===== config.mk =====
export PLATFORM = sky130hd
export DESIGN_NAME = normal_map_pixel_classifier_flat
export DESIGN_NICKNAME = d
export VERILOG_FILES = /design/src/rtl/nmpc_pkg.sv /design/src/rtl/nmpc_if.sv /design/src/rtl/nmpc_front.sv /design/src/rtl/nmpc_queue.sv /design/src/rtl/nmpc_back.sv /design/src/rtl/normal_map_pixel_classifier.sv /design/src/flat_wrapper.sv
export SDC_FILE = /design/constraint.sdc
export NUM_CORES = 1
export LEC_CHECK = 0
export BUFFER_PORTS_ARGS = -buffer_cell sky130_fd_sc_hd__buf_2
export CORE_MARGIN = 5
export CORE_UTILIZATION = 35
export CTS_BUF_LIST = sky130_fd_sc_hd__clkbuf_4 sky130_fd_sc_hd__clkbuf_8 sky130_fd_sc_hd__clkbuf_16
export CTS_CLUSTER_DIAMETER = 100
export CTS_CLUSTER_SIZE = 28
export DETAILED_ROUTE_END_ITERATION = 6
export GPL_TIMING_DRIVEN = 0
export PLACE_DENSITY = 0.53
export SYNTH_ARGS = -nofsm -noshare
export SYNTH_HDL_FRONTEND = slang
export SYNTH_SLANG_ARGS = --single-unit

===== constraint.sdc =====
create_clock -name clk -period 22.4 [get_ports clk]
set_clock_uncertainty 0.05 [all_clocks]
set_input_delay 3.36 -clock clk [delete_from_list [all_inputs] [get_ports clk]]
set_output_delay 3.36 -clock clk [all_outputs]
set_load 0.05 [all_outputs]

===== src/rtl/nmpc_pkg.sv =====
// shared types, constants and codes of the normal map pixel classifier
`timescale 1ns / 1ps

package nmpc_pkg;

	// sample bound and derived widths
	localparam int MAX_SAMPLES = 32768;
	localparam int CNT_W = $clog2(MAX_SAMPLES + 1);
	localparam int SUM_W = $clog2(MAX_SAMPLES * 255 + 1);

	// pixel content thresholds
	localparam int BACKWARD_BLUE = 90;
	localparam int BLUE_MIN = 230;
	localparam int CENTER = 128;
	localparam int SPREAD = 60;
	localparam int RG_LOW = CENTER - SPREAD;
	localparam int RG_HIGH_EXCL = CENTER + SPREAD + 1;
	localparam int BACKWARD_SCALE = 100;

	// format class codes
	localparam logic [2:0] FMT_UNDECIDED = 3'd0;
	localparam logic [2:0] FMT_SRGB = 3'd1;
	localparam logic [2:0] FMT_BC5 = 3'd2;
	localparam logic [2:0] FMT_HDR = 3'd3;
	localparam logic [2:0] FMT_FEW_CHANNELS = 3'd4;
	localparam logic [2:0] FMT_ANALYZE = 3'd5;

	// usage codes
	localparam logic [2:0] USAGE_UNDECIDED = 3'd0;
	localparam logic [2:0] USAGE_COLOR = 3'd1;
	localparam logic [2:0] USAGE_NORMAL = 3'd2;
	localparam logic [2:0] USAGE_LINEAR = 3'd3;
	localparam logic [2:0] USAGE_HDR = 3'd4;

	// one finished image as handed from front to back
	typedef struct packed {
		logic [SUM_W-1:0] red_sum;
		logic [SUM_W-1:0] green_sum;
		logic [SUM_W-1:0] blue_sum;
		logic [CNT_W-1:0] backward_count;
		logic [CNT_W-1:0] samples;
		logic [2:0]       format_class;
	} image_t;

	// handshake between two internal parts
	typedef struct packed {
		logic valid;
		logic ready;
	} hs_t;

endpackage


===== src/rtl/nmpc_if.sv =====
// pixel and usage channel interfaces
`timescale 1ns / 1ps

interface nmpc_pix_if;
	logic       valid;
	logic       ready;
	logic [7:0] red;
	logic [7:0] green;
	logic [7:0] blue;
	logic       last_pixel;

	modport source (output valid, red, green, blue, last_pixel, input ready);
	modport sink (input valid, red, green, blue, last_pixel, output ready);
endinterface

interface nmpc_usage_if;
	logic       valid;
	logic       ready;
	logic [2:0] usage;

	modport source (output valid, usage, input ready);
	modport sink (input valid, usage, output ready);
endinterface


===== src/rtl/nmpc_front.sv =====
// front part: takes pixel items, accumulates sums and counts, emits finished images
`timescale 1ns / 1ps

module nmpc_front import nmpc_pkg::*; (
	input  logic          clk,
	input  logic          arst_n,
	input  logic          cfg_we,
	input  logic [2:0]    cfg_wdata,
	nmpc_pix_if.sink      pix,
	output hs_t           push,
	input  logic          push_ready,
	output image_t        push_data
);

	logic [SUM_W-1:0] red_sum_q, green_sum_q, blue_sum_q;
	logic [CNT_W-1:0] backward_q, samples_q;
	logic [2:0]       format_q;
	logic             take;
	logic             room;
	logic             accept;
	image_t           next;

	// accumulate only below the sample bound
	assign room = samples_q < CNT_W'(MAX_SAMPLES);
	assign take = pix.valid && pix.ready;
	assign accept = take && room;

	always_comb begin
		next.red_sum = red_sum_q;
		next.green_sum = green_sum_q;
		next.blue_sum = blue_sum_q;
		next.backward_count = backward_q;
		next.samples = samples_q;
		next.format_class = format_q;
		if (room) begin
			next.red_sum = red_sum_q + SUM_W'(pix.red);
			next.green_sum = green_sum_q + SUM_W'(pix.green);
			next.blue_sum = blue_sum_q + SUM_W'(pix.blue);
			next.samples = samples_q + CNT_W'(1);
			if (pix.blue < 8'(BACKWARD_BLUE)) begin
				next.backward_count = backward_q + CNT_W'(1);
			end
		end
	end

	// stall only when a last item finds the queue full
	assign pix.ready = push_ready || !pix.last_pixel;
	assign push.valid = pix.valid && pix.last_pixel;
	assign push.ready = push_ready;
	assign push_data = next;

	// format class register
	always_ff @(posedge clk or negedge arst_n) begin
		if (!arst_n) begin
			format_q <= FMT_ANALYZE;
		end else if (cfg_we) begin
			format_q <= cfg_wdata;
		end
	end

	// running image state, cleared after each last item
	always_ff @(posedge clk or negedge arst_n) begin
		if (!arst_n) begin
			red_sum_q <= '0;
			green_sum_q <= '0;
			blue_sum_q <= '0;
			backward_q <= '0;
			samples_q <= '0;
		end else if (take && pix.last_pixel) begin
			red_sum_q <= '0;
			green_sum_q <= '0;
			blue_sum_q <= '0;
			backward_q <= '0;
			samples_q <= '0;
		end else if (accept) begin
			red_sum_q <= next.red_sum;
			green_sum_q <= next.green_sum;
			blue_sum_q <= next.blue_sum;
			backward_q <= next.backward_count;
			samples_q <= next.samples;
		end
	end

endmodule


===== src/rtl/nmpc_queue.sv =====
// two-entry queue of finished images between front and back
`timescale 1ns / 1ps

module nmpc_queue import nmpc_pkg::*; (
	input  logic   clk,
	input  logic   arst_n,
	input  hs_t    push,
	input  image_t push_data,
	output logic   push_ready,
	output logic   pop_valid,
	input  logic   pop_ready,
	output image_t pop_data
);

	image_t     entry_q [2];
	logic       wr_q, rd_q;
	logic [1:0] count_q;
	logic       do_push, do_pop;

	assign push_ready = count_q != 2'd2;
	assign pop_valid = count_q != 2'd0;
	assign pop_data = entry_q[rd_q];
	assign do_push = push.valid && push.ready;
	assign do_pop = pop_valid && pop_ready;

	// entry storage
	always_ff @(posedge clk) begin
		if (do_push) begin
			entry_q[wr_q] <= push_data;
		end
	end

	// pointers and fill count
	always_ff @(posedge clk or negedge arst_n) begin
		if (!arst_n) begin
			wr_q <= 1'b0;
			rd_q <= 1'b0;
			count_q <= 2'd0;
		end else begin
			if (do_push) begin
				wr_q <= ~wr_q;
			end
			if (do_pop) begin
				rd_q <= ~rd_q;
			end
			case ({do_push, do_pop})
				2'b10: count_q <= count_q + 2'd1;
				2'b01: count_q <= count_q - 2'd1;
				default: count_q <= count_q;
			endcase
		end
	end

endmodule


===== src/rtl/nmpc_back.sv =====
// back part: classifies a finished image and holds the usage item for the sink
`timescale 1ns / 1ps

module nmpc_back import nmpc_pkg::*; (
	input  logic          clk,
	input  logic          arst_n,
	input  logic          pop_valid,
	output logic          pop_ready,
	input  image_t        pop_data,
	nmpc_usage_if.source  res
);

	logic             out_valid_q;
	logic [2:0]       usage_q;
	logic [2:0]       usage_next;
	logic [2:0]       content;
	logic [SUM_W-1:0] n_w, blue_floor, rg_low, rg_high, bw_scaled;
	logic             color;

	// constant products stand in for the floor averages
	assign n_w = SUM_W'(pop_data.samples);
	assign blue_floor = n_w * SUM_W'(BLUE_MIN);
	assign rg_low = n_w * SUM_W'(RG_LOW);
	assign rg_high = n_w * SUM_W'(RG_HIGH_EXCL);
	assign bw_scaled = SUM_W'(pop_data.backward_count) * SUM_W'(BACKWARD_SCALE);

	assign color = (pop_data.blue_sum < blue_floor)
		|| (pop_data.red_sum < rg_low) || (pop_data.red_sum >= rg_high)
		|| (pop_data.green_sum < rg_low) || (pop_data.green_sum >= rg_high)
		|| (bw_scaled > n_w);

	assign content = (pop_data.samples == '0) ? USAGE_UNDECIDED :
		(color ? USAGE_COLOR : USAGE_NORMAL);

	// format class mapping
	always_comb begin
		case (pop_data.format_class)
			FMT_UNDECIDED: usage_next = USAGE_UNDECIDED;
			FMT_SRGB: usage_next = USAGE_COLOR;
			FMT_BC5: usage_next = USAGE_NORMAL;
			FMT_HDR: usage_next = USAGE_HDR;
			FMT_FEW_CHANNELS: usage_next = USAGE_LINEAR;
			FMT_ANALYZE: usage_next = content;
			default: usage_next = USAGE_UNDECIDED;
		endcase
	end

	assign pop_ready = !out_valid_q || res.ready;
	assign res.valid = out_valid_q;
	assign res.usage = usage_q;

	// output register
	always_ff @(posedge clk or negedge arst_n) begin
		if (!arst_n) begin
			out_valid_q <= 1'b0;
		end else if (pop_ready) begin
			out_valid_q <= pop_valid;
		end
	end

	always_ff @(posedge clk) begin
		if (pop_ready && pop_valid) begin
			usage_q <= usage_next;
		end
	end

endmodule


===== src/rtl/normal_map_pixel_classifier.sv =====
// top level of the normal map pixel classifier
`timescale 1ns / 1ps

// Takes one sampled pixel item per cycle and gives one usage item for each
// pixel marked last. The front accumulates channel sums and counts in registers;
// a last item copies the image into a two-entry queue and clears the sums,
// so the next image can start in the following cycle. The back classifies a
// queued image combinationally through constant products and holds the usage item
// in an output register, fed from the queue after the last pixel is taken. Input
// stalls only when a last item arrives while both queue entries are waiting.
// Pixels past the sample bound are counted out of the sums. format_class is
// written through cfg_we and cfg_wdata, resets to analyze and is sampled with
// each last pixel.

module normal_map_pixel_classifier import nmpc_pkg::*; (
	input  logic         clk,
	input  logic         arst_n,
	input  logic         cfg_we,
	input  logic [2:0]   cfg_wdata,
	nmpc_pix_if.sink     pix,
	nmpc_usage_if.source res
);

	hs_t    push;
	logic   push_ready;
	image_t push_data;
	logic   pop_valid, pop_ready;
	image_t pop_data;

	// accumulation front
	nmpc_front u_front (
		.clk        (clk),
		.arst_n     (arst_n),
		.cfg_we     (cfg_we),
		.cfg_wdata  (cfg_wdata),
		.pix        (pix),
		.push       (push),
		.push_ready (push_ready),
		.push_data  (push_data)
	);

	// image queue
	nmpc_queue u_queue (
		.clk        (clk),
		.arst_n     (arst_n),
		.push       (push),
		.push_data  (push_data),
		.push_ready (push_ready),
		.pop_valid  (pop_valid),
		.pop_ready  (pop_ready),
		.pop_data   (pop_data)
	);

	// classification back
	nmpc_back u_back (
		.clk       (clk),
		.arst_n    (arst_n),
		.pop_valid (pop_valid),
		.pop_ready (pop_ready),
		.pop_data  (pop_data),
		.res       (res)
	);

endmodule


===== src/flat_wrapper.sv =====
// flat-port wrapper written by rule: the top's interface ports become plain ports
module normal_map_pixel_classifier_flat import nmpc_pkg::*;
  (clk, arst_n, cfg_we, cfg_wdata, pix_valid, pix_red, pix_green, pix_blue, pix_last_pixel, pix_ready, res_valid, res_usage, res_ready);
  nmpc_pix_if pix_i ();
  nmpc_usage_if res_i ();
  input  logic clk;
  input  logic arst_n;
  input  logic cfg_we;
  input  logic [2:0] cfg_wdata;
  input wire logic [$bits(pix_i.valid)-1:0] pix_valid;
  input wire logic [$bits(pix_i.red)-1:0] pix_red;
  input wire logic [$bits(pix_i.green)-1:0] pix_green;
  input wire logic [$bits(pix_i.blue)-1:0] pix_blue;
  input wire logic [$bits(pix_i.last_pixel)-1:0] pix_last_pixel;
  output wire logic [$bits(pix_i.ready)-1:0] pix_ready;
  output wire logic [$bits(res_i.valid)-1:0] res_valid;
  output wire logic [$bits(res_i.usage)-1:0] res_usage;
  input wire logic [$bits(res_i.ready)-1:0] res_ready;
  assign pix_i.valid = pix_valid;
  assign pix_i.red = pix_red;
  assign pix_i.green = pix_green;
  assign pix_i.blue = pix_blue;
  assign pix_i.last_pixel = pix_last_pixel;
  assign pix_ready = pix_i.ready;
  assign res_valid = res_i.valid;
  assign res_usage = res_i.usage;
  assign res_i.ready = res_ready;
  normal_map_pixel_classifier u_core (.clk(clk), .arst_n(arst_n), .cfg_we(cfg_we), .cfg_wdata(cfg_wdata), .pix(pix_i), .res(res_i));
endmodule

==> results.md <==
- The number of global-route vias before repair is between 15,000 and 20,000.
- Counting every instance in the synthesized netlist gives between 2,000 and 2,500.
- The worst pin sits at a relative slew slack of -6.99%.
- After synthesis, the netlist uses 84 different library cells.
- The endpoint kind of the worst setup timing path is a flip-flop.
- The H-tree level count is 1.
- Summing the sequential cell areas from Yosys gives 36.6% of the chip area.
- Setup repair after global routing left no endpoint under its margin.
- The final layout contains routed wiring with a total length of ~65,000 µm.
- The startpoint kind of the worst setup timing path is a flip-flop.
- The height of the die is 275 µm.
- The worst hold path belongs to the class flip-flop to flip-flop.
- For the pin with the worst max-slew slack, the measured transition is 1.56 ns.
- After clock tree synthesis, the clock-pin slew on the worst setup and hold paths is 0.11 ns.
- No sink is reached through more buffers than the 3 on the longest clock path.
- Summed over all failing endpoints, the final setup total negative slack is 0 ns.
- The number of iterations in the first detailed-routing pass is 5.
- Global routing used 17.3% of the available tracks across all layers.
- The number of synthesized flops with an enable pin is 209.
- The final reports fail on capacitance limit, slew limit.
- Of all flip-flops after synthesis, the portion carrying an async set or reset was roughly a third.
- The fraction of the cycle the final worst path needs is between 50% and 60%.
- The cts-stage hold buffer count is 0.
- The depth of the worst hold-timing path is 2.
- The run finished, with violations left.
- The number of rows in the core area is 97.
- For this run, design rule violations remaining after detail routing come to 0.
- The cell family with the largest share of critical-path delay is compound AO/OA/AOI/OAI gates.
- Setup slack on the worst reg-to-reg path comes out at 10.38 ns.
- The total number of nets in the final design is 2,852.
- The largest net degree at the start of global routing is between 80 and 90.
- The root cell of the clock tree is sky130_fd_sc_hd__clkbuf_16.
- Detailed placement ended at an HPWL of just over 50,000 µm.
- The routed length per instance is 19.6 µm.
- At the end of routability-driven placement, the weighted congestion stood at 0.845.
- The arrival time at the worst endpoint is between 10 and 15 ns.
- The launch point of the worst reg-to-reg path is u_core.u_queue.rd_q.
- Gates resized during post-CTS repair numbered 0.
- The die covers ~0.076 mm².
- The most common flop cell mapped by yosys is sky130_fd_sc_hd__edfxtp_1.
- Setup violations remaining at the end of the flow were counted as 0.
- The critical path contains buffers and inverters numbering 7 combined.
- The remaining global-route overflow is 0.
- In the final layout, flip-flops and latches occupy 0.00901 mm².
- During placement, the flow inserted port buffers numbering 37.
- For the worst flop-to-flop path, the logic depth is 31.
- The number of antenna violations at the first check in global routing is 1.
- The cell count along the critical path is 31.
- Dividing the detail-routed via count by the number of cells gives 5.17.
- The number of max-cap violations is 1.
- The launch instance of the worst min-delay path is u_core.u_front.blue_sum_q[0].
- The top fanout value on the critical path is 10.
- The cell with the biggest individual delay on the critical path is sky130_fd_sc_hd__a2111oi_0.
- After floorplanning, the core was sized to cover between 0.06 and 0.07 mm².
- In this run the count of I/O pins placed on the die edge is 38.
- The number of setup buffers added after CTS is 0.
- The time the worst path needs with I/O delays and setup is 12.02 ns.
- The final count of pins violating max slew is 2.
- Counting every sink on the clock net gives approximately 320.
- For the worst-skew pair, the clock arrives at the later sink with an insertion delay of 0.54 ns.
- In this run the remaining antenna-violating nets after routing total 0.
- The flop and latch count out of synthesis is 318.
- For this block, the initial DRC count from the detailed router was 1,065.
- The multi-input gate area in the final layout is around 0.014 mm².
- The number of filler instances in the final layout is 6,856.
- The count of vias placed by the detailed router is 17,200.
- TritonCTS created 16 clock buffers.
- The share of layout cells above drive strength 1 is 8.10%.
- In this run the horizontal extent of the chip is about 280 µm.
- The type of the setup path with the least slack is flip-flop to flip-flop.
- Once the floorplan was initialized, standard cells occupied approximately a third of the core.
- The delay of the slowest cell on the worst path is 1.32 ns.
- Summing every instance area after synthesis gives 0.0246 mm².
- The net count after synthesis is between 2,000 and 3,000.
- The CTS tree is yes.
- For the worst setup path, the data required time is roughly 23 ns.
- The first-pass GRT wire length is 102,000 µm.
- For hold timing, the worst endpoint is u_core.u_front.blue_sum_q[0].
- The upper clock frequency limit is between 80 and 90 MHz.
- The repair_antennas step left the layout with diodes totalling 0.
- The endpoint identified for the worst register-to-register timing path is u_core.u_back.res.usage[0].
- The yosys synthesis warning count is 0.
- The area growth from synthesis to layout is 8.47%.
- The number of hold violations in the final report was 0.
- A synthesized cell averages 10.6 µm².
- The critical path startpoint is u_core.u_queue.rd_q.
==> cells by family after synthesis <==
group	count (synthesis)	share of synthesized area, %
adder cells (fa/ha/maj)	435	24.9
AO/OA/AOI/OAI	383	10.1
flip-flops	318	36.6
multiplexers	119	5.26
XOR/XNOR	209	7.45
AND/OR/NAND/NOR	543	10.8
buffers and inverters	316	4.93
==> tightest hold or removal path, cell delays in order (launching register included) <==
cell	delay, ns
sky130_fd_sc_hd__dfrtp_1	0.39
sky130_fd_sc_hd__nand2_1	0.06
sky130_fd_sc_hd__a21oi_1	0.05
==> layout by cell type, fill, tap and decap left out, types with 13 or more instances in the layout <==
master                        n
sky130_fd_sc_hd__mux2i_1     34
sky130_fd_sc_hd__clkbuf_16   17
sky130_fd_sc_hd__nand2b_1    16
sky130_fd_sc_hd__nand4_1     29
sky130_fd_sc_hd__clkbuf_1    47
sky130_fd_sc_hd__nor3_1      36
sky130_fd_sc_hd__mux2_2      81
sky130_fd_sc_hd__and3_1      15
sky130_fd_sc_hd__edfxtp_1   209
sky130_fd_sc_hd__fa_1        90
sky130_fd_sc_hd__or3_1       23
sky130_fd_sc_hd__xnor2_1    121
sky130_fd_sc_hd__nor2_1     157
sky130_fd_sc_hd__o21bai_1    21
sky130_fd_sc_hd__nand3_1     43
sky130_fd_sc_hd__nor4_1      18
sky130_fd_sc_hd__inv_1      255
sky130_fd_sc_hd__a21o_1      44
sky130_fd_sc_hd__o21a_1      13
sky130_fd_sc_hd__nand2_1    139
sky130_fd_sc_hd__ha_1       345
sky130_fd_sc_hd__o211ai_1    13
sky130_fd_sc_hd__a211oi_1    19
sky130_fd_sc_hd__dfrtp_1    107
sky130_fd_sc_hd__o21ai_0     77
sky130_fd_sc_hd__a21oi_1    122
sky130_fd_sc_hd__xor2_1      88
sky130_fd_sc_hd__buf_2       38
==> cell type report <==
class                      instances  share of cell area [%]
multi-input combinational       1689                    54.0
inverter                         255                    3.59
clock inverter                     4                   0.319
clock buffer                      24                    1.79
buffer                            61                   0.953
timing repair buffer              43                    1.19
sequential                       318                    33.8
tap                              940                    4.41
==> synthesized netlist by cell type (3+ instances only) <==
library cell                instances  share of area [%]
sky130_fd_sc_hd__a21oi_1          122                2.5
sky130_fd_sc_hd__a221oi_1           3               0.11
sky130_fd_sc_hd__o21ai_0           77                1.6
sky130_fd_sc_hd__a31oi_1            5               0.13
sky130_fd_sc_hd__a2111oi_0          6               0.21
sky130_fd_sc_hd__o2111ai_1          5               0.18
sky130_fd_sc_hd__clkbuf_1          47               0.72
sky130_fd_sc_hd__o31ai_1            9               0.27
sky130_fd_sc_hd__nand3_1           43               0.88
sky130_fd_sc_hd__and2_1            12               0.31
sky130_fd_sc_hd__nor3_1            36               0.73
sky130_fd_sc_hd__or3_1             23               0.59
sky130_fd_sc_hd__mux2_2            81                3.7
sky130_fd_sc_hd__nor2_1           158                2.4
sky130_fd_sc_hd__mux2i_1           38                1.5
sky130_fd_sc_hd__and3_1            15               0.38
sky130_fd_sc_hd__o211a_1            4               0.16
sky130_fd_sc_hd__nand2_1          139                2.1
sky130_fd_sc_hd__a31o_2             4               0.14
sky130_fd_sc_hd__a21boi_0           5               0.15
sky130_fd_sc_hd__nor2b_1            8               0.20
sky130_fd_sc_hd__o211ai_1          13               0.40
sky130_fd_sc_hd__buf_1              8               0.12
sky130_fd_sc_hd__a211oi_1          19               0.58
sky130_fd_sc_hd__ha_1             345                 18
sky130_fd_sc_hd__or4_1              8               0.24
sky130_fd_sc_hd__a21o_1            44                1.3
sky130_fd_sc_hd__nand2b_1          16               0.41
sky130_fd_sc_hd__inv_1            255                3.9
sky130_fd_sc_hd__xor2_1            88                3.1
sky130_fd_sc_hd__fa_1              90                7.3
sky130_fd_sc_hd__nand3b_1           8               0.24
sky130_fd_sc_hd__or2_2              7               0.18
sky130_fd_sc_hd__edfxtp_1         209                 26
sky130_fd_sc_hd__nor4_1            18               0.46
sky130_fd_sc_hd__nand4_1           29               0.74
sky130_fd_sc_hd__nor3b_1            3              0.092
sky130_fd_sc_hd__o21a_1            13               0.40
sky130_fd_sc_hd__xnor2_1          121                4.3
sky130_fd_sc_hd__dfrtp_1          107                 11
sky130_fd_sc_hd__o21bai_1          21               0.64
==> worst max path at each step <==
stage	to	slack (ns)
finish	u_core.u_back.res.usage[0]	10.38
global route	u_core.u_back.res.usage[0]	9.95
CTS	u_core.u_back.res.usage[0]	10.48
detailed placement	u_core.u_back.res.usage[0]	10.55
global placement	u_core.u_queue.entry_q[0][101]	9.83
floorplan	u_core.u_queue.entry_q[0][0]	13.48
==> per-layer routing <==
metal / GRT usage (%) / up-vias / routed length (µm)
li1: - / 8326 / -
met1: 25.0 / 8526 / 31400
met2: 28.2 / 328 / 30000
met3: 1.46 / 61 / 2250
met4: 4.12 / 0 / 1650
met5: 0 / - / 0
==> sequential cells by signal, indices dropped and copies added (netlist names), 3 cells and up <==
name and flops:
u_core.u_back.res.usage 3, u_core.u_front.backward_q 16, u_core.u_queue.entry_q 206, u_core.u_front.format_q 3
u_core.u_front.red_sum_q 23, u_core.u_front.samples_q 16, u_core.u_front.green_sum_q 23, u_core.u_front.blue_sum_q 23
==> through the flow <==
stage | cell area (µm²) | util [%] | setup WS, ns | hold WS (ns) | instances
finish | 26700 | 38.2 | 10.38 | 0.487 | 3334
global route | 26700 | 38.2 | 9.95 | 0.501 | 3334
CTS | 26700 | 38.2 | 10.48 | 0.494 | 3334
detailed placement | 26100 | 37.4 | 10.55 | 0.475 | 3306
global placement | 25900 | 37.2 | 9.83 | 0.431 | 3300
floorplan | 24600 | - | 13.48 | 0.388 | 2323
Power is not shown: default switching activity piles up to over one toggle a cycle in this logic, so the estimate is an artifact.
